==> src/hdl/tfn_pkg.sv <==
package tfn_pkg;

	localparam int unsigned AXES      = 3;
	localparam int unsigned COORD_W   = 16;
	localparam int unsigned EDGE_W    = 17;
	localparam int unsigned PROD_W    = 34;
	localparam int unsigned CROSS_W   = 35;
	localparam int unsigned MAG_W     = 34;
	localparam int unsigned NMAG_W    = 30;
	localparam int unsigned NORM_BIT  = 29;
	localparam int unsigned SQ_W      = 60;
	localparam int unsigned SUM_W     = 62;
	localparam int unsigned ROOT_W    = 31;
	localparam int unsigned DEN_W     = 32;
	localparam int unsigned NUM_W     = 46;
	localparam int unsigned QUO_W     = 15;
	localparam int unsigned FRAC_SH   = 15;
	localparam int unsigned ONE_Q14   = 16384;

	typedef struct packed {
		logic signed [COORD_W-1:0] vertex_a_x;
		logic signed [COORD_W-1:0] vertex_a_y;
		logic signed [COORD_W-1:0] vertex_a_z;
		logic signed [COORD_W-1:0] vertex_b_x;
		logic signed [COORD_W-1:0] vertex_b_y;
		logic signed [COORD_W-1:0] vertex_b_z;
		logic signed [COORD_W-1:0] vertex_c_x;
		logic signed [COORD_W-1:0] vertex_c_y;
		logic signed [COORD_W-1:0] vertex_c_z;
	} vert_t;

	typedef struct packed {
		logic signed [COORD_W-1:0] normal_x;
		logic signed [COORD_W-1:0] normal_y;
		logic signed [COORD_W-1:0] normal_z;
		logic                      degenerate;
	} norm_t;

	// Normalized magnitudes and signs that ride along with the root extraction.
	typedef struct packed {
		logic [AXES-1:0][NMAG_W-1:0] mag;
		logic [AXES-1:0]             neg;
		logic                        degen;
	} side_t;

	typedef struct packed {
		logic [SUM_W-1:0]  rem;
		logic [ROOT_W-1:0] root;
		side_t             side;
	} sqrt_st_t;

	typedef struct packed {
		logic [DEN_W-1:0]            den;
		logic [AXES-1:0][NUM_W-1:0]  rem;
		logic [AXES-1:0][QUO_W-1:0]  quo;
		logic [AXES-1:0]             neg;
		logic                        degen;
	} div_st_t;

endpackage

==> src/hdl/tfn_div_cell.sv <==
module tfn_div_cell #(
	parameter int unsigned BIT = 0
) (
	input  logic               clk,
	input  logic               arst_n,
	input  logic               en,
	input  logic               valid_in,
	input  tfn_pkg::div_st_t   st_in,
	output logic               valid_out,
	output tfn_pkg::div_st_t   st_out
);

	logic [63:0]       dsh;
	tfn_pkg::div_st_t  nxt;
	logic              valid_q;
	tfn_pkg::div_st_t  st_q;

	// One restoring quotient bit for each of the three lanes.
	always_comb begin
		dsh = 64'(st_in.den) << BIT;
		nxt = st_in;
		for (int k = 0; k < tfn_pkg::AXES; k++) begin
			if (64'(st_in.rem[k]) >= dsh) begin
				nxt.rem[k] = st_in.rem[k] - tfn_pkg::NUM_W'(dsh);
				nxt.quo[k] = st_in.quo[k] | (tfn_pkg::QUO_W'(1) << BIT);
			end
		end
	end

	always_ff @(posedge clk or negedge arst_n) begin
		if (!arst_n) begin
			valid_q <= 1'b0;
		end else if (en) begin
			valid_q <= valid_in;
		end
	end

	always_ff @(posedge clk) begin
		if (en) begin
			st_q <= nxt;
		end
	end

	assign valid_out = valid_q;
	assign st_out    = st_q;

endmodule

==> config.mk <==
export PLATFORM = sky130hd
export DESIGN_NAME = tfn_div_cell
export DESIGN_NICKNAME = d
export VERILOG_FILES = /design/src/hdl/tfn_pkg.sv /design/src/hdl/tfn_div_cell.sv
export SDC_FILE = /design/constraint.sdc
export NUM_CORES = 1
export LEC_CHECK = 0
export BUFFER_PORTS_ARGS = -buffer_cell sky130_fd_sc_hd__buf_2
export CAP_MARGIN = 25
export CORE_MARGIN = 8
export CORE_UTILIZATION = 50
export CTS_BUF_LIST = sky130_fd_sc_hd__clkbuf_16
export DETAILED_ROUTE_END_ITERATION = 10
export GPL_ROUTABILITY_DRIVEN = 0
export HOLD_SLACK_MARGIN = 0.15
export PLACE_DENSITY = 0.81
export SYNTH_ARGS = -nofsm -noshare
export SYNTH_HDL_FRONTEND = slang
export SYNTH_SLANG_ARGS = --single-unit
export TNS_END_PERCENT = 100
==> constraint.sdc <==
create_clock -name clk -period 0.92 [get_ports clk]
set_clock_uncertainty 0.05 [all_clocks]
set_input_delay 0.046 -clock clk [delete_from_list [all_inputs] [get_ports clk]]
set_output_delay 0.046 -clock clk [all_outputs]
set_load 0.005 [all_outputs]
==> results of run 1 <==
-- stage by stage --
stage	utilization, %	area, µm²	setup slack [ps]
after floorplan	-	15000	-1770
after detailed placement	76.1	21200	-2200
after CTS	94.1	26200	-1510
after global placement	76.1	21200	-2070
-- Yosys cell counts, types with 5 or more instances --
cell type	n
a211oi_1	11
a211o_1	5
buf_2	13
nand3_1	33
o21ai_0	136
clkbuf_1	26
o21a_1	12
buf_6	8
and2_1	5
nor4_1	10
o21bai_1	14
or3_1	7
edfxtp_1	219
nand4b_1	5
o211ai_1	15
a21oi_1	111
nor3_1	21
nand3b_1	5
o31ai_1	5
and3_1	6
a21o_1	37
xor2_1	46
ha_1	96
or4_1	6
nand4_1	33
nand2b_1	17
inv_1	59
mux2_2	5
nor2b_1	8
a31oi_1	13
nor2_1	65
nand2_1	171
xnor2_1	81
o221ai_1	5
-- logic make-up after synthesis --
group / synth area share (%)
adders and majority gates: 8.89
buffers and inverters: 3.68
AOI/OAI and AO/OA: 17.7
xor gates and xnor gates: 7.84
DFF: 46.5
and+or+nand+nor: 14.7
muxes: 0.608
-- routing by layer --
layer / global-route usage [%] / overflow
met4: 61.8 / 9
met3: 48.7 / 3
met5: 15.7 / 0
met1: 61.7 / 0
met2: 84.2 / 6
-- repair_timing --
item / CTS
pin swaps: 121
hold endpoints to repair: 440
hold buffers: 203
endpoints found under the setup margin: 361
gates resized for setup: 296
buffers inserted: 66
gates cloned: 15
==> results.ini, run 1 <==
[global_route]
grt_pass1_vias=23700
grt_usage_pct=64.0
grt_max_degree=25
grt_pass1_wl_mm=159
overflow=18

[synthesis]
netlist_top_cells_area=edfxtp_1, ha_1, xnor2_1, o21ai_0, nand2_1
async_reset_ff_share_pct=0.455
yosysWarnings=0
synth_edf_count=219
yosys.area.top_type=edfxtp_1
synth-seq-area-share_pct=46.5
syn-num-nets=1716
ys_types=90
synth.avg_cell_area_um2=10.2
yosysTopAreaCellShare_pct=46.4
synth-main-ff-cell=edfxtp_1
syn_area_um2=14200
syn_inst=1394
synth-seq-cells=220

[clock_network]
clock_path_buffers=3
clock-root-buffer=clkbuf_16
htree_levels=1
cts_sinks=220
cts_made_buffers=25

[floorplanning]
rows=61
die_h_um=184
die_w_um=184
start_util_pct=50.9
io_pins=443

[placed_design]
dp.cells=2673
io_buffers=442
post-dp-hpwl_mm=47.7

[status]
error=[ERROR GRT-0116] Global routing finished with congestion. Check the congestion regions in the DRC Viewer.
status=did not finish
haltStage=5_1_grt

==> run 2: changes to the inputs <==
--- a/config.mk
+++ b/config.mk
@@ -8,12 +8,10 @@
 export BUFFER_PORTS_ARGS = -buffer_cell sky130_fd_sc_hd__buf_2
 export CAP_MARGIN = 25
 export CORE_MARGIN = 8
-export CORE_UTILIZATION = 50
-export CTS_BUF_LIST = sky130_fd_sc_hd__clkbuf_16
+export CORE_UTILIZATION = 35
 export DETAILED_ROUTE_END_ITERATION = 10
 export GPL_ROUTABILITY_DRIVEN = 0
-export HOLD_SLACK_MARGIN = 0.15
-export PLACE_DENSITY = 0.81
+export PLACE_DENSITY_LB_ADDON = 0.15
 export SYNTH_ARGS = -nofsm -noshare
 export SYNTH_HDL_FRONTEND = slang
 export SYNTH_SLANG_ARGS = --single-unit
==> run 2 against run 1 <==
The flow now finishes, with violations (negative hold slack, negative setup slack). Synthesized cell count unchanged. Area after synthesis unchanged.
==> results.ini, run 2 <==
[clock_network]
htree_levels=1  ; unchanged
cts_sinks=220  ; unchanged
clock-root-buffer=clkbuf_16  ; unchanged
cts_made_buffers=26  ; was 25
clock_path_buffers=3  ; unchanged
clk_latency_ps=550
clk_pin_slew_ps=70
tritoncts=built

[power]
vdd_drop_max_uv=1250
pwr-share-seq_pct=35.8
p_switching_w=0.0109
p_leak_nw=11.7
p_sw_share_pct=30.1
power_frac_clock_pct=28.8
power_density_nw_per_um2=1340
p_int_w=0.0253
power_frac_comb_pct=35.4

[synthesis]
yosysTopAreaCellShare_pct=46.4  ; unchanged
syn_inst=1394  ; unchanged
yosys.area.top_type=edfxtp_1  ; unchanged
synth.avg_cell_area_um2=10.2  ; unchanged
synth-seq-cells=220  ; unchanged
async_reset_ff_share_pct=0.455  ; unchanged
yosysWarnings=0  ; unchanged
yosysMostFrequentCell=edfxtp_1  ; unchanged
netlist_top_cells_area=edfxtp_1, ha_1, xnor2_1, o21ai_0, nand2_1  ; unchanged
synth-main-ff-cell=edfxtp_1  ; unchanged
syn_area_um2=14200  ; unchanged
synth-seq-area-share_pct=46.5  ; unchanged
synth_edf_count=219  ; unchanged
ys_types=90  ; unchanged
synth_top_cells_by_count=edfxtp_1, nand2_1, o21ai_0, a21oi_1, ha_1  ; unchanged
syn-num-nets=1716  ; unchanged

[setup_path]
arrival_ps=2650
path_class=primary input to register
crit_path_max_incr_delay_ps=380
crit_start=st_in[188]
crit_path_start_kind=primary input
r2r-start=valid_out
crit_fanout=3
path_cells=buf_8 > clkinvlp_4 > buf_12 > fa_2 > a21o_1 > a311o_1 > a21oi_2 > o211ai_1 > a21oi_2 > nand2b_4 > nand3b_1 > or3_4 > xnor2_2
slowest_stage=or3_4
crit_path_frequent_cell=a21oi_2
cp.required_ps=1170
cp-end-kind=register

[floorplanning]
rows=73  ; was 61
die_w_um=217  ; was 184 µm
io_pins=443  ; unchanged
die_h_um=217  ; was 184 µm
start_util_pct=35.5  ; was 50.9%
die_area_um2=47200
coreArea_um2=39900

[sta]
slew_violations=0
hold_violations=6
period_needed_ps=2410
min_period_over_period_pct=262
max_freq_mhz=416
grt_setup_unrepaired=yes
setup-tns-final_ps=-250410
slew_headroom_pct=51.4
tightest_slew_ps=729
setup_viol=419
hold_ws_ps=-156
fin_ws_ps=-1490

[placed_design]
post-dp-hpwl_mm=47.1  ; was 47.7 mm
io_buffers=442  ; unchanged
place_area_um2=21300  ; was 21200 µm²

[worst_hold_path]
hold_start=st_in[95]
hold_class=primary input to register

[flow_run]
max-cap-violations=0

[status]
status=finished with violations  ; was did not finish
violations=negative hold slack, negative setup slack

[routing]
avgViaCountPerCell=5.13
antenna_left=0
via_count=16300
initialDrtViolationCount=1127
drt_pass1_iterations=5
drc=0
drt-total-wl_mm=65.2
wire_per_inst_um=20.6

[final_layout]
final_common_cell=buf_4
largest_reg_flops=219
area_growth_pct=90.0
final_area_um2=27000
final_cell_mix=buf_4, buf_2, dlygate4sd3_1, edfxtp_1, nand2_1
layout-drive-gt1-share_pct=51.9
fill_cells=3010
final_nets=2936

[global_route]
grt_usage_pct=25.1
grt_max_degree=24
grt_antenna_before_repair=11
overflow=0
grt_pass1_vias=16600
grt_pass1_wl_mm=93.3

## run 2: cell counts after synthesis
No cell type changed its count.
## run 2: timing repair
action,CTS,global route
hold buffers,231,7
cloned,5,8
setup endpoints to repair,361,488
hold endpoints to repair,233,8
pin swaps,82,107
buffers inserted,42,30
gates resized for setup,168,214
## run 2: power groups by stage
| stage | combinational [W] | clock, W | sequential, W |
|---|---|---|---|
| after floorplan | 0.00442 | 0 | 0.0132 |
| after global placement | 0.0103 | 0 | 0.0131 |
| after detailed placement | 0.0104 | 0 | 0.0131 |
| after CTS | 0.0119 | 0.0105 | 0.0129 |
| after global routing | 0.0137 | 0.0109 | 0.0130 |
| final | 0.0128 | 0.0104 | 0.0130 |
## run 2: worst paths after layout
kind / cells past startpoint / slack, ps / endpoint
worst min-delay path: 3 / -160 / st_out[95]
max in group asynchronous: 3 / 440 / valid_out
min in group asynchronous: 3 / 280 / valid_out
worst max-delay path: 13 / -1490 / st_out[177]
worst min register to register: 1 / 490 / valid_out
worst max register to register: 1 / 100 / valid_out
## run 2: per-stage QoR
step / hold slack (ps) / util, % / worst slack [ps] / power [W] / std cells
2_1_floorplan: -300 / - / -1770 / 0.0176 / 1394
3_3_place_gp: -229 / 53.3 / -2070 / 0.0234 / 2805
3_5_place_dp: -228 / 53.3 / -2140 / 0.0235 / 2805
4_1_cts: -377 / 64.3 / -1420 / 0.0354 / 3127
5_1_grt: -151 / 67.5 / -1540 / 0.0377 / 3163
6_report: -156 / 67.5 / -1490 / 0.0362 / 3166
## run 2: logic make-up (layout without fill, tap and decap cells)
family                     count (synthesis)  count (layout)  share of synthesized area [%]
xor gates and xnor gates                 127             127                           7.84
and+or+nand+nor                          419             419                           14.7
buffers and inverters                    114            1353                           3.68
adders and majority gates                 99              99                           8.89
other                                      0               8                              0
muxes                                      8               8                          0.608
DFF                                      220             220                           46.5
AOI/OAI and AO/OA                        407             407                           17.7
## run 2: critical path: cells and delay by family
family,cells,cell delay (ps)
compound gates,5,1080
simple gates,3,630
buf+inv,3,360
fa+ha+maj,1,360
xor+xnor,1,170
## run 2: metal layers
layer	vias to the layer above	global-route usage [%]	wire, µm
met3	142	4.23	4370
met2	577	45.4	33100
met5	-	0	50
met4	8	8.59	2350
met1	7849	29.7	25300
li1	7678	-	-
## run 2: layout make-up
| type | instances | area (µm²) | share of cell area (%) |
|---|---|---|---|
| sequential | 220 | 6600 | 24.5 |
| clock inverter | 17 | 184 | 0.682 |
| multi-input combinational | 1060 | 8890 | 33.0 |
| antenna | 8 | 20.0 | 0.0743 |
| inverter | 60 | 314 | 1.17 |
| timing repair buffer | 1246 | 9630 | 35.7 |
| clock buffer | 30 | 666 | 2.47 |
| tap | 525 | 657 | 2.44 |
Note: power is estimated with default switching activity, not from simulation.
==> run 3: changes to the inputs <==
==> constraint.sdc (replaced) <==
create_clock -name clk -period 2.3 [get_ports clk]
set_clock_uncertainty 0.05 [all_clocks]
set_input_delay 0.115 -clock clk [delete_from_list [all_inputs] [get_ports clk]]
set_output_delay 0.115 -clock clk [all_outputs]
set_load 0.005 [all_outputs]
==> run 3 against run 2 <==
Wire length decreased by 8.3%. First-iteration DRC count is 28% lower. Critical endpoint is now st_out[92]. Hold slack better by 200 ps. The run ends with negative setup slack left. Non-clock buffer count fell by 112. Global-route usage fell by 1.3 points. Flip-flop and latch count unchanged.
==> results.ini, run 3 (same netlist as run 2, synthesis figures left out) <==
[status]
status=finished with violations  ; unchanged
violations=negative setup slack  ; was negative hold slack, negative setup slack

[power]
pwr-share-seq_pct=37.5  ; was 35.8%
p_sw_share_pct=30.0  ; was 30.1%
p_leak_nw=10.8  ; was 11.7 nW
finalPower_w=0.0138  ; was 0.0362 W
power_density_nw_per_um2=547  ; was 1340 nW/µm²
vdd_drop_max_uv=553  ; was 1250 µV
power_frac_clock_pct=28.5  ; was 28.8%
p_switching_w=0.00414  ; was 0.0109 W
power_frac_comb_pct=34.0  ; was 35.4%
p_int_w=0.00967  ; was 0.0253 W

[sta]
max_freq_mhz=413
min_period_over_period_pct=105
hold_ws_ps=41.0  ; was -156 ps
grt_setup_unrepaired=yes  ; unchanged
setup-tns-final_ps=-1270  ; was -250410 ps
hold_violations=0  ; was 6
slew_violations=0  ; unchanged
period_needed_ps=2420
slew_headroom_pct=68.4  ; was 51.4%
fin_ws_ps=-121  ; was -1490 ps
tightest_slew_ps=474  ; was 729 ps
setup_viol=24  ; was 419

[final_layout]
area_growth_pct=77.9  ; was 90.0%
layout-drive-gt1-share_pct=47.1  ; was 51.9%
largest_reg_flops=219  ; unchanged
final_common_cell=buf_2  ; was buf_4
final_nets=2823  ; was 2936
final_core_util_pct=63.2  ; was 67.5%
final_cell_mix=buf_2, buf_4, dlygate4sd3_1, edfxtp_1, nand2_1  ; was buf_4, buf_2, dlygate4sd3_1, edfxtp_1, nand2_1

[setup_path]
path_class=primary input to register  ; unchanged
crit_path_max_incr_delay_ps=540  ; was 380 ps
crit_fanout=5  ; was 3
cp.required_ps=2550  ; was 1170 ps
cp-end-kind=register  ; unchanged
arrival_ps=2670  ; was 2650 ps
crit_path_frequent_cell=or4_4  ; was a21oi_2
path_cells=buf_8 > clkinvlp_4 > ha_4 > nand2_4 > or4_4 > nor3_4 > a221o_1 > a211oi_4 > or4_4 > nor2_2 > nand4_1 > xnor2_1  ; was buf_8 > clkinvlp_4 > buf_12 > fa_2 > a21o_1 > a311o_1 > a21oi_2 > o211ai_1 > a21oi_2 > nand2b_4 > nand3b_1 > or3_4 > xnor2_2
slowest_stage=or4_4  ; was or3_4
crit_path_start_kind=primary input  ; unchanged

[routing]
drc=0  ; unchanged
initialDrtViolationCount=814  ; was 1127
via_count=15300  ; was 16300
drt_pass1_iterations=5  ; unchanged
wire_per_inst_um=19.6  ; was 20.6 µm
drt-total-wl_mm=59.8  ; was 65.2 mm
avgViaCountPerCell=5.00  ; was 5.13
antenna_left=0  ; unchanged

[global_route]
grt_usage_pct=23.8  ; was 25.1%
grt_max_degree=55  ; was 24
grt_pass1_vias=15900  ; was 16600
overflow=0  ; unchanged
grt_antenna_before_repair=9  ; was 11
grt_pass1_wl_mm=88.5  ; was 93.3 mm

[floorplanning]
die_area_um2=47200  ; unchanged
io_pins=443  ; unchanged
die_w_um=217  ; unchanged
rows=73  ; unchanged
start_util_pct=35.5  ; unchanged
coreArea_um2=39900  ; unchanged
die_h_um=217  ; unchanged

[placed_design]
post-dp-hpwl_mm=46.3  ; was 47.1 mm
place_ws_ps=-932  ; was -2140 ps
io_buffers=442  ; unchanged

[clock_network]
cts_made_buffers=25  ; was 26
cts_sinks=220  ; unchanged
clock_path_buffers=3  ; unchanged
htree_levels=1  ; unchanged
clk_pin_slew_ps=60  ; was 70 ps
clock-root-buffer=clkbuf_16  ; unchanged
clk_latency_ps=550  ; about the same
tritoncts=built  ; unchanged

[flow_run]
max-cap-violations=0  ; unchanged

[worst_hold_path]
hold_class=primary input to register  ; unchanged

run 3: area by class of cell:
class | count | area, µm²
fillers | 3249 | 14700
multi-input cells | 1060 | 8450
repair buffers | 1134 | 8400
flip-flops and latches | 220 | 6600
well taps | 525 | 657
clock buffers | 27 | 633
inverters | 60 | 312
clock inverters | 18 | 158
diodes | 7 | 17.5
run 3: power by group through the flow:
| stage | Combinational, W | Sequential (W) | Clock (W) |
|---|---|---|---|
| finish | 0.00470 | 0.00518 | 0.00394 |
| global route | 0.00509 | 0.00521 | 0.00415 |
| CTS | 0.00449 | 0.00518 | 0.00401 |
| detailed placement | 0.00402 | 0.00526 | 0 |
| global placement | 0.00398 | 0.00525 | 0 |
| floorplan | 0.00176 | 0.00529 | 0 |
run 3: routing by layer:
metal / routed length [µm] / vias up / global-route usage [%] / part of all wire (%)
met2: 30400 / 474 / 42.8 / 51
met3: 3410 / 119 / 3.99 / 5.7
met1: 23800 / 7222 / 28.1 / 40
met4: 2260 / 0 / 9.13 / 3.8
met5: 0 / - / 0 / 0
li1: - / 7437 / - / -
run 3: final timing paths:
| check | start | end | slack (ps) | cells after the start |
|---|---|---|---|---|
| max in group asynchronous | arst_n | valid_out | 1760 | 3 |
| worst max-delay path | st_in[207] | st_out[92] | -120 | 12 |
| worst max register to register | valid_out | valid_out | 1510 | 1 |
| worst min-delay path | st_in[49] | st_out[49] | 40 | 4 |
| min in group asynchronous | arst_n | valid_out | 340 | 3 |
| worst min register to register | valid_out | valid_out | 460 | 1 |
run 3: critical path, delay by kind of cell:
| family | cells | cell delay, ps |
|---|---|---|
| and+or+nand+nor | 6 | 1510 |
| adders and majority gates | 1 | 330 |
| AOI/OAI and AO/OA | 2 | 280 |
| buffers and inverters | 2 | 250 |
| xor gates and xnor gates | 1 | 170 |
run 3: stage by stage:
stage | cells | area, µm²
floorplan | 1394 | 14900
global placement | 2738 | 20700
detailed placement | 2738 | 20700
CTS | 3028 | 24400
global route | 3051 | 25200
finish | 3051 | 25200
run 3: repair_timing:
item	in CTS	in global routing
hold endpoints to repair	260	0
gates cloned	0	6
gates resized for setup	96	151
pin swaps	62	64
hold buffers	222	0
setup buffers	28	14
setup endpoints to repair	126	133
