--- src/hdl/tfn_pkg.sv ---
package tfn_pkg;

	localparam int unsigned AXES      = 3;
	localparam int unsigned COORD_W   = 16;
	localparam int unsigned EDGE_W    = 17;
	localparam int unsigned PROD_W    = 34;
	localparam int unsigned CROSS_W   = 35;
	localparam int unsigned MAG_W     = 34;
	localparam int unsigned NMAG_W    = 30;
	localparam int unsigned NORM_BIT  = 29;
	localparam int unsigned SQ_W      = 60;
	localparam int unsigned SUM_W     = 62;
	localparam int unsigned ROOT_W    = 31;
	localparam int unsigned DEN_W     = 32;
	localparam int unsigned NUM_W     = 46;
	localparam int unsigned QUO_W     = 15;
	localparam int unsigned FRAC_SH   = 15;
	localparam int unsigned ONE_Q14   = 16384;

	typedef struct packed {
		logic signed [COORD_W-1:0] vertex_a_x;
		logic signed [COORD_W-1:0] vertex_a_y;
		logic signed [COORD_W-1:0] vertex_a_z;
		logic signed [COORD_W-1:0] vertex_b_x;
		logic signed [COORD_W-1:0] vertex_b_y;
		logic signed [COORD_W-1:0] vertex_b_z;
		logic signed [COORD_W-1:0] vertex_c_x;
		logic signed [COORD_W-1:0] vertex_c_y;
		logic signed [COORD_W-1:0] vertex_c_z;
	} vert_t;

	typedef struct packed {
		logic signed [COORD_W-1:0] normal_x;
		logic signed [COORD_W-1:0] normal_y;
		logic signed [COORD_W-1:0] normal_z;
		logic                      degenerate;
	} norm_t;

	// Normalized magnitudes and signs that ride along with the root extraction.
	typedef struct packed {
		logic [AXES-1:0][NMAG_W-1:0] mag;
		logic [AXES-1:0]             neg;
		logic                        degen;
	} side_t;

	typedef struct packed {
		logic [SUM_W-1:0]  rem;
		logic [ROOT_W-1:0] root;
		side_t             side;
	} sqrt_st_t;

	typedef struct packed {
		logic [DEN_W-1:0]            den;
		logic [AXES-1:0][NUM_W-1:0]  rem;
		logic [AXES-1:0][QUO_W-1:0]  quo;
		logic [AXES-1:0]             neg;
		logic                        degen;
	} div_st_t;

endpackage

--- src/hdl/tfn_sqrt_cell.sv ---
module tfn_sqrt_cell #(
	parameter int unsigned BIT = 0
) (
	input  logic                clk,
	input  logic                arst_n,
	input  logic                en,
	input  logic                valid_in,
	input  tfn_pkg::sqrt_st_t   st_in,
	output logic                valid_out,
	output tfn_pkg::sqrt_st_t   st_out
);

	logic [63:0]        trial;
	tfn_pkg::sqrt_st_t  nxt;
	logic               valid_q;
	tfn_pkg::sqrt_st_t  st_q;

	// Accepting root bit BIT grows the square by 2^(BIT+1)*root + 2^(2*BIT).
	always_comb begin
		trial = (64'(st_in.root) << (BIT + 1)) + (64'(1) << (2 * BIT));
		nxt   = st_in;
		if (64'(st_in.rem) >= trial) begin
			nxt.rem  = st_in.rem - tfn_pkg::SUM_W'(trial);
			nxt.root = st_in.root | (tfn_pkg::ROOT_W'(1) << BIT);
		end
	end

	always_ff @(posedge clk or negedge arst_n) begin
		if (!arst_n) begin
			valid_q <= 1'b0;
		end else if (en) begin
			valid_q <= valid_in;
		end
	end

	always_ff @(posedge clk) begin
		if (en) begin
			st_q <= nxt;
		end
	end

	assign valid_out = valid_q;
	assign st_out    = st_q;

endmodule

--- config.mk ---
export PLATFORM = sky130hd
export DESIGN_NAME = tfn_sqrt_cell
export DESIGN_NICKNAME = d
export VERILOG_FILES = /design/src/hdl/tfn_pkg.sv /design/src/hdl/tfn_sqrt_cell.sv
export SDC_FILE = /design/constraint.sdc
export NUM_CORES = 1
export LEC_CHECK = 0
export ABC_AREA = 1
export ABC_CLOCK_PERIOD_IN_PS = 1100
export BUFFER_PORTS_ARGS = -buffer_cell sky130_fd_sc_hd__buf_2
export CAP_MARGIN = 20
export CELL_PAD_IN_SITES_DETAIL_PLACEMENT = 2
export CELL_PAD_IN_SITES_GLOBAL_PLACEMENT = 2
export CORE_ASPECT_RATIO = 1.5
export CORE_MARGIN = 4
export CORE_UTILIZATION = 31
export DETAILED_ROUTE_END_ITERATION = 8
export HOLD_SLACK_MARGIN = 0.1
export PLACE_DENSITY_LB_ADDON = 0.1
export SKIP_CTS_REPAIR_TIMING = 1
export SYNTH_ARGS = -nofsm -noshare
export SYNTH_HDL_FRONTEND = slang
export SYNTH_SLANG_ARGS = --single-unit
--- constraint.sdc ---
create_clock -name clk -period 1.1 [get_ports clk]
set_input_delay 0.22 -clock clk [delete_from_list [all_inputs] [get_ports clk]]
set_output_delay 0.22 -clock clk [all_outputs]
set_load 0.05 [all_outputs]
==> flow_metrics.env, run 1 <==
export IMPL_status="aborted with a tool error"
export IMPL_lastStage="global routing (5_1_grt)"
export IMPL_firstError="[ERROR DPL-0033] detailed placement checks failed during check placement."
export IMPL_cts_buffers=17
export IMPL_worstEpCategory="register input"
export IMPL_rows=81
export IMPL_ys_flop_type="edfxtp_1"
export IMPL_synth_seq_cells=188
export IMPL_synth_edff_count=187
export IMPL_die_y_um=232
export IMPL_avgSynthCellArea_sq_um=8.81
export IMPL_die_w_um=157
export IMPL_placed_cells_incl_taps=2166
export IMPL_h_tree_depth=4
export IMPL_postGrtWorstEndpoint="st_out[129]$_DFFE_PP_/D"
export IMPL_synth_async_reset_ratio_pct=0.532
export IMPL_io_buffers=378
export IMPL_synthCells=1178
export IMPL_grt_max_degree=53
export IMPL_start_util_pct=31.6
export IMPL_cts_sinks=188
export IMPL_syn_cell_area_sq_um=10400
export IMPL_synth_cell_types=39
export IMPL_syn_nets=1402
export IMPL_antenna_found_initial=7
export IMPL_cts_root_buf="clkbuf_16"
export IMPL_cts_buffer_depth=2
export IMPL_ys_seq_area_share_pct=54.4
export IMPL_io_pins=379
export IMPL_dp_hpwl_um=43600
export IMPL_routabilityCongestion=0.859
export IMPL_ys_warn_count=0
-- metrics by stage --
stage | hold slack, ns | util, % | worst slack [ns] | TNS (ns) | cell area (sq um)
4_1_cts | -0.463 | 47.2 | -1.08 | -95.70 | 15500
3_5_place_dp | 0.0503 | 45.4 | -1.39 | -78.10 | 14900
3_3_place_gp | 0.0331 | 45.4 | -1.22 | -72.66 | 14900
2_1_floorplan | -0.0756 | - | -0.782 | -45.61 | 10900
-- cells in the mapped netlist, drive strengths merged, types with 3 or more instances --
cell type  number  area share [%]
nand2         417              15
inv           203             7.3
edfxtp        187              54
nor2          111             4.3
nand3          59             2.9
a21oi          52             3.5
ha             32             3.9
o21ai          27             1.7
nor3           21             1.2
xnor2          18             1.5
buf            10             1.0
nand4          10            0.60
xor2            9            0.76
nand3b          6            0.43
or2             4            0.24
o21bai          3            0.22
-- kinds of logic after synthesis --
family,Yosys count,share of synthesized area (%)
xor+xnor,27,2.28
compound gates,84,5.51
buf+inv,213,8.36
simple gates,632,25.3
fa+ha+maj,33,4.05
mux,1,0.109
flops,188,54.4
==> inputs of run 2 (changes only) <==
CELL_PAD_IN_SITES_DETAIL_PLACEMENT = default   (was 2)
CELL_PAD_IN_SITES_GLOBAL_PLACEMENT = default   (was 2)
CORE_ASPECT_RATIO = default   (was 1.5)
CORE_UTILIZATION = 25   (was 31)
HOLD_SLACK_MARGIN = default   (was 0.1)
PLACE_DENSITY_LB_ADDON = 0.15   (was 0.1)
==> flow_metrics.env, run 2 <==
export IMPL_maxCapViolCount=0
export IMPL_fin_crit_ns=1.78
export IMPL_p_clk_share_pct=25.7
export IMPL_ys_seq_area_share_pct=54.4
export IMPL_io_buffers=378
export IMPL_rsz0062_at_grt="true"
export IMPL_largest_reg_flops=187
export IMPL_drc=0
export IMPL_power_internal_mw=15.5
export IMPL_dieArea_sq_um=44800
export IMPL_grt_pass1_wl_um=60000
export IMPL_p_total_mw=23.9
export IMPL_synth_cell_types=39
export IMPL_fin_worst_skew_ns=0
export IMPL_clk_latency_ns=0.45
export IMPL_cts_buffer_depth=2
export IMPL_setup_viol_count_final=251
export IMPL_rr_endpoint="valid_out"
export IMPL_route_antenna_remaining_nets=0
export IMPL_first_pass_iters=5
export IMPL_crit_fanout=8
export IMPL_hold_start="st_in[96]"
export IMPL_fmax_mhz=561
export IMPL_crit_required_ns=1.41
export IMPL_die_w_um=212
export IMPL_ys_flop_type="edfxtp_1"
export IMPL_routabilityCongestion=0.890
export IMPL_rrSetupSlack_ns=0.34
export IMPL_final_nets=2187
export IMPL_slew_viol_final=0
export IMPL_hp_class="input port to register"
export IMPL_avgSynthCellArea_sq_um=8.81
export IMPL_vias_per_cell=4.28
export IMPL_r2r_start="valid_out"
export IMPL_cts_root_buf="clkbuf_16"
export IMPL_initialDrtViolationCount=475
export IMPL_mostFrequentLayoutCell="nand2_1"
export IMPL_gr_total_overflow=0
export IMPL_netSwitchingPower_mw=8.39
export IMPL_grt_max_degree=52
export IMPL_setup_ws_ns=-0.681
export IMPL_power_density_nw_per_um2=1200
export IMPL_met1Wirelength_um=19300
export IMPL_io_pins=379
export IMPL_wl_um=45900
export IMPL_wl_met3_um=2660
export IMPL_placed_cells_incl_taps=2315
export IMPL_final_cells=2511
export IMPL_syn_to_final_growth_pct=91.3
export IMPL_tns_ns=-65.09
export IMPL_hold_path_endpoint="st_out[96]"
export IMPL_start_util_pct=25.4
export IMPL_synthCells=1178
export IMPL_yosys_area_top_type="edfxtp_1"
export IMPL_tightest_slew_ns=0.386
export IMPL_syn_nets=1402
export IMPL_worstSetupEndpointType="register"
export IMPL_cts_clk_slew_worst_paths_ns=0.07
export IMPL_violations="setup timing"
export IMPL_core_area_sq_um=40900
export IMPL_routedWlPerCell_um=18.3
export IMPL_die_y_um=212
export IMPL_comb_power_share_pct=36.4
export IMPL_mostFrequentLayoutCells="nand2_1 (287), buf_4 (241), buf_6 (210)"
export IMPL_hold_violations=0
export IMPL_ys_warn_count=0
export IMPL_antenna_found_initial=4
export IMPL_peakVddDrop_uv=689
export IMPL_hold_depth=2
export IMPL_synth_edff_count=187
export IMPL_status="finished, violations left"
export IMPL_synth_seq_cells=188
export IMPL_drive_gt1_share_pct=51.2
export IMPL_cts_sinks=188
export IMPL_syn_cell_area_sq_um=10400
export IMPL_track_usage_pct=18.0
export IMPL_p_seq_share_pct=37.9
export IMPL_met2WireLength_um=22700
export IMPL_synth_top_cell_area_share_pct=54.1
export IMPL_grt_pass1_vias=10000
export IMPL_synth_most_common_cell="nand2_1"
export IMPL_power_leakage_nw=9.11
export IMPL_synth_async_reset_ratio_pct=0.532
export IMPL_critPathArrivalTime_ns=2.09
export IMPL_cts_buffers=17
export IMPL_vias=10800
export IMPL_rows=74
export IMPL_post_synth_most_frequent_cells="nand2_1 (402), inv_1 (199), edfxtp_1 (187)"
export IMPL_synthTopCellsByArea="edfxtp_1 (54%), nand2_1 (15%), inv_1 (7.2%)"
export IMPL_relSlewSlack_pct=74.0
export IMPL_switching_share_pct=35.1
export IMPL_tritoncts="built"
export IMPL_highest_layer="met5"
export IMPL_timing_final_crit_share_pct=162
export IMPL_reg2reg_depth=1
export IMPL_timing_critical_path_from_type="input port"
export IMPL_critPathKind="input port to register"
export IMPL_h_tree_depth=4
export IMPL_dp_hpwl_um=35600
==> run 2: cell counts after synthesis <==
Identical to the previous run, type by type.
==> run 2: layout make-up <==
cell class                 count  area, sq um
timing repair buffer         775         6860
antenna                        3         7.51
tap                          532          666
inverter                     203          820
timing repair inverter         1         16.3
sequential                   188         5640
clock buffer                  18          429
clock inverter                14          131
fill                        3856        21100
multi-input combinational    777         5280
==> run 2: stage by stage <==
| step | util [%] | setup slack (ns) | hold slack (ns) | area, sq um |
|---|---|---|---|---|
| 2_1_floorplan | - | -0.782 | -0.0756 | 10900 |
| 3_3_place_gp | 37.4 | -1.41 | -0.00336 | 15300 |
| 3_5_place_dp | 37.4 | -1.41 | -0.00206 | 15300 |
| 4_1_cts | 38.8 | -0.891 | -0.513 | 15900 |
| 5_1_grt | 48.5 | -0.728 | 0.00974 | 19800 |
| 6_report | 48.5 | -0.681 | 0.0334 | 19800 |
==> run 2: worst max path at each step <==
stage               slack [ns]  startpoint  depth (start not counted)           to
floorplan                -0.78  st_in[103]                         17  st_out[141]
global placement         -1.41  st_in[103]                         13  st_out[178]
detailed placement       -1.41  st_in[103]                         13  st_out[178]
CTS                      -0.89  st_in[103]                         13  st_out[178]
global route             -0.73  st_in[115]                         17  st_out[139]
finish                   -0.68  st_in[135]                         16  st_out[139]
==> run 2: power by group through the flow <==
stage               combinational (mW)  clock [mW]  sequential [mW]
finish                            8.69        6.13             9.05
global route                      9.19        6.66             9.11
CTS                               6.92        6.34             8.89
detailed placement                6.90           0             9.04
global placement                  6.90           0             9.04
floorplan                         1.76           0             11.4
==> run 2: cells by family after synthesis <==
logic type	count (synthesis)	share of synthesized area, %
flip-flops	188	54.4
XOR/XNOR	27	2.28
AND/OR/NAND/NOR	632	25.3
buffers and inverters	213	8.36
AO/OA/AOI/OAI	84	5.51
multiplexers	1	0.109
adder cells (fa/ha/maj)	33	4.05
==> run 2: critical path, cell delays in order <==
cell      delay (ns)
buf_2           0.12
ha_4            0.29
nand2_4         0.07
inv_4           0.06
nand2_4         0.06
nor3_4          0.18
nand2_2         0.08
nand2_2         0.11
nand2_2         0.06
nand2_2         0.07
nand2_2         0.06
nand2_4         0.14
clkinv_8        0.12
buf_16          0.17
buf_12          0.15
o21ai_2         0.12
==> run 2: metal layers <==
metal	up-vias	global-route usage, %
met4	4	5.84
met2	316	31.0
li1	5366	-
met3	55	4.48
met5	-	0
met1	5012	22.3
Note: power is estimated with default switching activity, not from simulation.
==> inputs of run 3 (changes only) <==
ABC_CLOCK_PERIOD_IN_PS = 2000   (was 1100)
BUFFER_PORTS_ARGS = -buffer_cell sky130_fd_sc_hd__clkbuf_2   (was -buffer_cell sky130_fd_sc_hd__buf_2)
clock period = 2 ns   (was 1.1 ns; I/O delays follow)
==> flow_metrics.env, run 3 (synthesized netlist as in run 2, its figures left out) <==
export IMPL_gr_total_overflow=0
export IMPL_critPathKind="input port to register"
export IMPL_rsz0062_at_grt="true"
export IMPL_die_w_um=212
export IMPL_maxCapViolCount=0
export IMPL_drive_gt1_share_pct=45.5
export IMPL_power_density_nw_per_um2=768
export IMPL_crit_required_ns=2.22
export IMPL_timing_critical_path_from_type="input port"
export IMPL_core_area_sq_um=40900
export IMPL_initialDrtViolationCount=622
export IMPL_netSwitchingPower_mw=4.48
export IMPL_tightest_slew_ns=0.474
export IMPL_peakVddDrop_uv=423
export IMPL_comb_power_share_pct=30.6
export IMPL_io_pins=379
export IMPL_syn_to_final_growth_pct=53.2
export IMPL_crit_path_frequent_cell="nand2_2"
export IMPL_grt_pass1_wl_um=61900
export IMPL_postLayoutCoreUtil_pct=38.9
export IMPL_worst_path_max_delay_cell="ha_4"
export IMPL_wl_um=43300
export IMPL_cts_buffer_depth=2
export IMPL_final_nets=1996
export IMPL_dieArea_sq_um=44800
export IMPL_grt_pass1_vias=9956
export IMPL_reg2reg_depth=1
export IMPL_fmax_mhz=508
export IMPL_clk_latency_ns=0.47
export IMPL_largest_reg_flops=187
export IMPL_rows=74
export IMPL_critPathArrivalTime_ns=2.19
export IMPL_slew_viol_final=0
export IMPL_antenna_cells=0
export IMPL_power_leakage_nw=7.54
export IMPL_hold_depth=1
export IMPL_cts_clk_slew_worst_paths_ns=0.08
export IMPL_worstSetupEndpointType="register"
export IMPL_hold_violations=0
export IMPL_critPathMaxStageDelay_ns=0.30
export IMPL_timing_final_crit_share_pct=98.4
export IMPL_drc=0
export IMPL_power_internal_mw=7.73
export IMPL_final_cells=2317
export IMPL_cts_buffers=17
export IMPL_dp_hpwl_um=35800
export IMPL_route_antenna_remaining_nets=0
export IMPL_h_tree_depth=4
export IMPL_track_usage_pct=18.6
export IMPL_tns_ns=0
export IMPL_vias=9832
export IMPL_p_seq_share_pct=40.2
export IMPL_fin_worst_skew_ns=0
export IMPL_antenna_found_initial=1
export IMPL_die_y_um=212
export IMPL_tritoncts="built"
export IMPL_mostFrequentLayoutCells="clkbuf_2 (368), nand2_1 (358), buf_4 (197)"
export IMPL_grt_max_degree=47
export IMPL_critical_path_cell_chain="buf_2 > ha_4 > nand2_4 > inv_2 > nand2_2 > nor3_2 > nand2_2 > nand2_2 > nand2_2 > nand2_2 > nand2_2 > nand2_4 > clkinv_8 > buf_12 > nand2_1 > nand2_1"
export IMPL_setup_viol_count_final=0
export IMPL_start_util_pct=25.4
export IMPL_first_pass_iters=5
export IMPL_status="complete, no violations"
export IMPL_relSlewSlack_pct=68.4
export IMPL_placed_cells_incl_taps=2271
export IMPL_io_buffers=378
export IMPL_vias_per_cell=4.24
export IMPL_cts_root_buf="clkbuf_16"
export IMPL_cts_sinks=188
export IMPL_routabilityCongestion=0.927
export IMPL_crit_fanout=13
export IMPL_hp_class="input port to register"
export IMPL_fin_crit_ns=1.97
export IMPL_mostFrequentLayoutCell="clkbuf_2"
export IMPL_switching_share_pct=36.7
export IMPL_p_clk_share_pct=29.3
export IMPL_routedWlPerCell_um=18.7
==> run 3: changes by cell type in the layout (fill, tap and decap cells not counted), sizes merged <==
cell,previous run,this run
buf,646,211
diode,3,0
clkbuf,24,390
dlygate4sd3,123,1
==> run 3: power groups by stage <==
| stage | combinational (mW) | sequential [mW] | clock, mW |
|---|---|---|---|
| 2_1_floorplan | 0.966 | 6.26 | 0 |
| 3_3_place_gp | 3.68 | 5.00 | 0 |
| 3_5_place_dp | 3.69 | 5.00 | 0 |
| 4_1_cts | 3.70 | 4.92 | 3.72 |
| 5_1_grt | 4.00 | 4.94 | 3.86 |
| 6_report | 3.73 | 4.90 | 3.58 |
==> run 3: per-layer routing <==
| layer | global-route usage, % | up-vias | wire [um] |
|---|---|---|---|
| met1 | 23.6 | 4522 | 18800 |
| li1 | - | 4972 | - |
| met2 | 32.3 | 309 | 21200 |
| met3 | 4.36 | 27 | 2750 |
| met5 | 0 | - | 13 |
| met4 | 4.51 | 2 | 554 |
==> run 3: final cells by class <==
type                            instances  area, sq um
Tap cell                              532          666
Timing Repair Buffer                  585         3660
Clock inverter                         15          175
Fill cell                            4253        25000
Multi-Input combinational cell        777         4530
Sequential cell                       188         5640
Clock buffer                           17          425
Inverter                              203          800
==> run 3: critical path, delay by kind of cell <==
family        cells  cell delay [ns]
buf+inv           4             0.49
fa+ha+maj         1             0.30
simple gates     11             0.99
==> run 3: stage by stage <==
step	hold slack, ns	setup WS (ns)	cell area [sq um]	total power [mW]
finish	0.0993	0.0311	15900	12.2
detailed placement	0.179	-0.606	14900	8.69
global placement	0.177	-0.581	14900	8.68
global route	0.0723	-0.0414	15900	12.8
floorplan	0.104	-0.0621	10900	7.22
CTS	-0.351	-0.0943	15500	12.3
==> run 3: path summary, 6_finish.rpt <==
kind / start / endpoint / slack (ns)
hold / removal: st_in[65] / st_out[65] / 0.1
min in group asynchronous: arst_n / valid_out / 0.26
setup reg to reg: valid_out / valid_out / 1.26
max in group asynchronous: arst_n / valid_out / 1.65
setup / recovery: st_in[135] / st_out[149] / 0.03
hold reg to reg: valid_out / valid_out / 0.51
==> inputs of run 4 (changes only) <==
ABC_CLOCK_PERIOD_IN_PS = 1650   (was 2000)
clock period = 1.65 ns   (was 2 ns; I/O delays follow)
==> flow_metrics.env, run 4 (synthesized netlist as in run 2, its figures left out) <==
export IMPL_violations="setup timing"
export IMPL_core_area_sq_um=40900
export IMPL_slew_viol_final=0
export IMPL_io_buffers=378
export IMPL_syn_to_final_growth_pct=65.2
export IMPL_power_density_nw_per_um2=898
export IMPL_grt_pass1_vias=9948
export IMPL_rrSetupSlack_ns=0.91
export IMPL_pre_cts_slack_ns=-0.953
export IMPL_reg2reg_depth=1
export IMPL_peakVddDrop_uv=580
export IMPL_mostFrequentLayoutCell="clkbuf_2"
export IMPL_rsz0062_at_grt="true"
export IMPL_cts_root_buf="clkbuf_16"
export IMPL_clk_latency_ns=0.44
export IMPL_setup_ws_ns=-0.224
export IMPL_final_nets=2053
export IMPL_antenna_cells=0
export IMPL_vias_per_cell=4.29
export IMPL_track_usage_pct=18.3
export IMPL_vias=10200
export IMPL_cts_clk_slew_worst_paths_ns=0.08
export IMPL_routabilityCongestion=0.872
export IMPL_placed_cells_incl_taps=2311
export IMPL_cts_buffers=17
export IMPL_drive_gt1_share_pct=55.3
export IMPL_grt_max_degree=34
export IMPL_crit_required_ns=1.86
export IMPL_hold_start="st_in[2]"
export IMPL_crit_fanout=7
export IMPL_tightest_slew_ns=0.337
export IMPL_worstSetupEndpointType="register"
export IMPL_initialDrtViolationCount=551
export IMPL_timing_critical_path_from_type="input port"
export IMPL_wl_um=43300
export IMPL_antenna_found_initial=1
export IMPL_setup_viol_count_final=63
export IMPL_fill_cells=4164
export IMPL_fmax_mhz=534
export IMPL_status="finished, violations left"
export IMPL_h_tree_depth=4
export IMPL_final_cells=2374
export IMPL_gr_total_overflow=0
export IMPL_grt_pass1_wl_um=61000
export IMPL_timing_final_crit_share_pct=114
export IMPL_hold_violations=0
export IMPL_dp_hpwl_um=35600
export IMPL_fin_worst_skew_ns=0
export IMPL_hold_path_endpoint="st_out[2]"
export IMPL_cts_sinks=188
export IMPL_cts_buffer_depth=2
export IMPL_die_y_um=212
export IMPL_io_pins=379
export IMPL_rows=74
export IMPL_hp_class="input port to register"
export IMPL_critPathArrivalTime_ns=2.08
export IMPL_critPathKind="input port to register"
export IMPL_largest_reg_flops=187
export IMPL_maxCapViolCount=0
export IMPL_die_w_um=212
export IMPL_drc=0
export IMPL_postLayoutCoreUtil_pct=41.9
export IMPL_fin_crit_ns=1.87
export IMPL_rr_endpoint="valid_out"
export IMPL_first_pass_iters=5
export IMPL_dieArea_sq_um=44800
export IMPL_r2r_start="valid_out"
export IMPL_route_antenna_remaining_nets=0
export IMPL_p_total_mw=15.4
export IMPL_start_util_pct=25.4
export IMPL_tritoncts="built"
export IMPL_mostFrequentLayoutCells="clkbuf_2 (350), nand2_1 (288), buf_4 (245)"
export IMPL_routedWlPerCell_um=18.3
export IMPL_power_leakage_nw=8.05
export IMPL_hold_depth=1
export IMPL_relSlewSlack_pct=77.3
run 4: how the worst max path moves through the flow:
stage / slack, ns / cells past startpoint / start / to
finish: -0.22 / 17 / st_in[101] / st_out[134]
floorplan: -0.34 / 17 / st_in[103] / st_out[141]
global route: -0.29 / 18 / st_in[105] / st_out[134]
CTS: -0.45 / 14 / st_in[102] / st_out[178]
detailed placement: -0.95 / 14 / st_in[102] / st_out[178]
global placement: -0.95 / 14 / st_in[102] / st_out[178]
run 4: area by class of cell:
| type | count | area (sq um) | area share (%) |
|---|---|---|---|
| inverter | 203 | 817 | 4.76 |
| tap | 532 | 666 | 3.88 |
| sequential | 188 | 5640 | 32.9 |
| clock inverter | 15 | 195 | 1.14 |
| timing repair buffer | 642 | 4200 | 24.5 |
| multi-input combinational | 777 | 5210 | 30.4 |
| clock buffer | 17 | 425 | 2.48 |
run 4: report_power, final:
group	total, mW	internal [mW]	switching, mW	leakage (nW)
Combinational	4.96	1.67	3.29	5.90
Clock	4.51	2.33	2.18	0.302
Sequential	5.92	5.78	0.143	1.84
run 4: critical path, cell delays in order:
cell and delay [ns]:
buf_6 0.07, inv_2 0.04, ha_4 0.29, nand2_4 0.07, buf_6 0.12, nor3_4 0.18, nand2_2 0.10, nand2_4 0.10
nand2_2 0.06, nand2_2 0.09, nand2_2 0.07, nand2_4 0.12, clkinv_8 0.11, buf_12 0.15, buf_6 0.11, nand2_2 0.05
o21ai_2 0.04
run 4: per-stage QoR:
| step | instance area (sq um) | setup TNS, ns | hold slack [ns] |
|---|---|---|---|
| final | 17100 | -8.86 | 0.0492 |
| after global routing | 17100 | -13.03 | 0.0225 |
| after CTS | 15800 | -16.82 | -0.385 |
| after detailed placement | 15200 | -48.04 | 0.109 |
| after global placement | 15200 | -47.67 | 0.107 |
| after floorplan | 10900 | -17.89 | 0.0344 |
run 4: layer usage:
layer | wire, um | track usage [%] | vias to the layer above
met5 | 10 | 0 | -
met1 | 18800 | 23.7 | 4752
li1 | - | - | 5086
met4 | 780 | 4.91 | 2
met3 | 2500 | 3.51 | 32
met2 | 21200 | 31.3 | 302
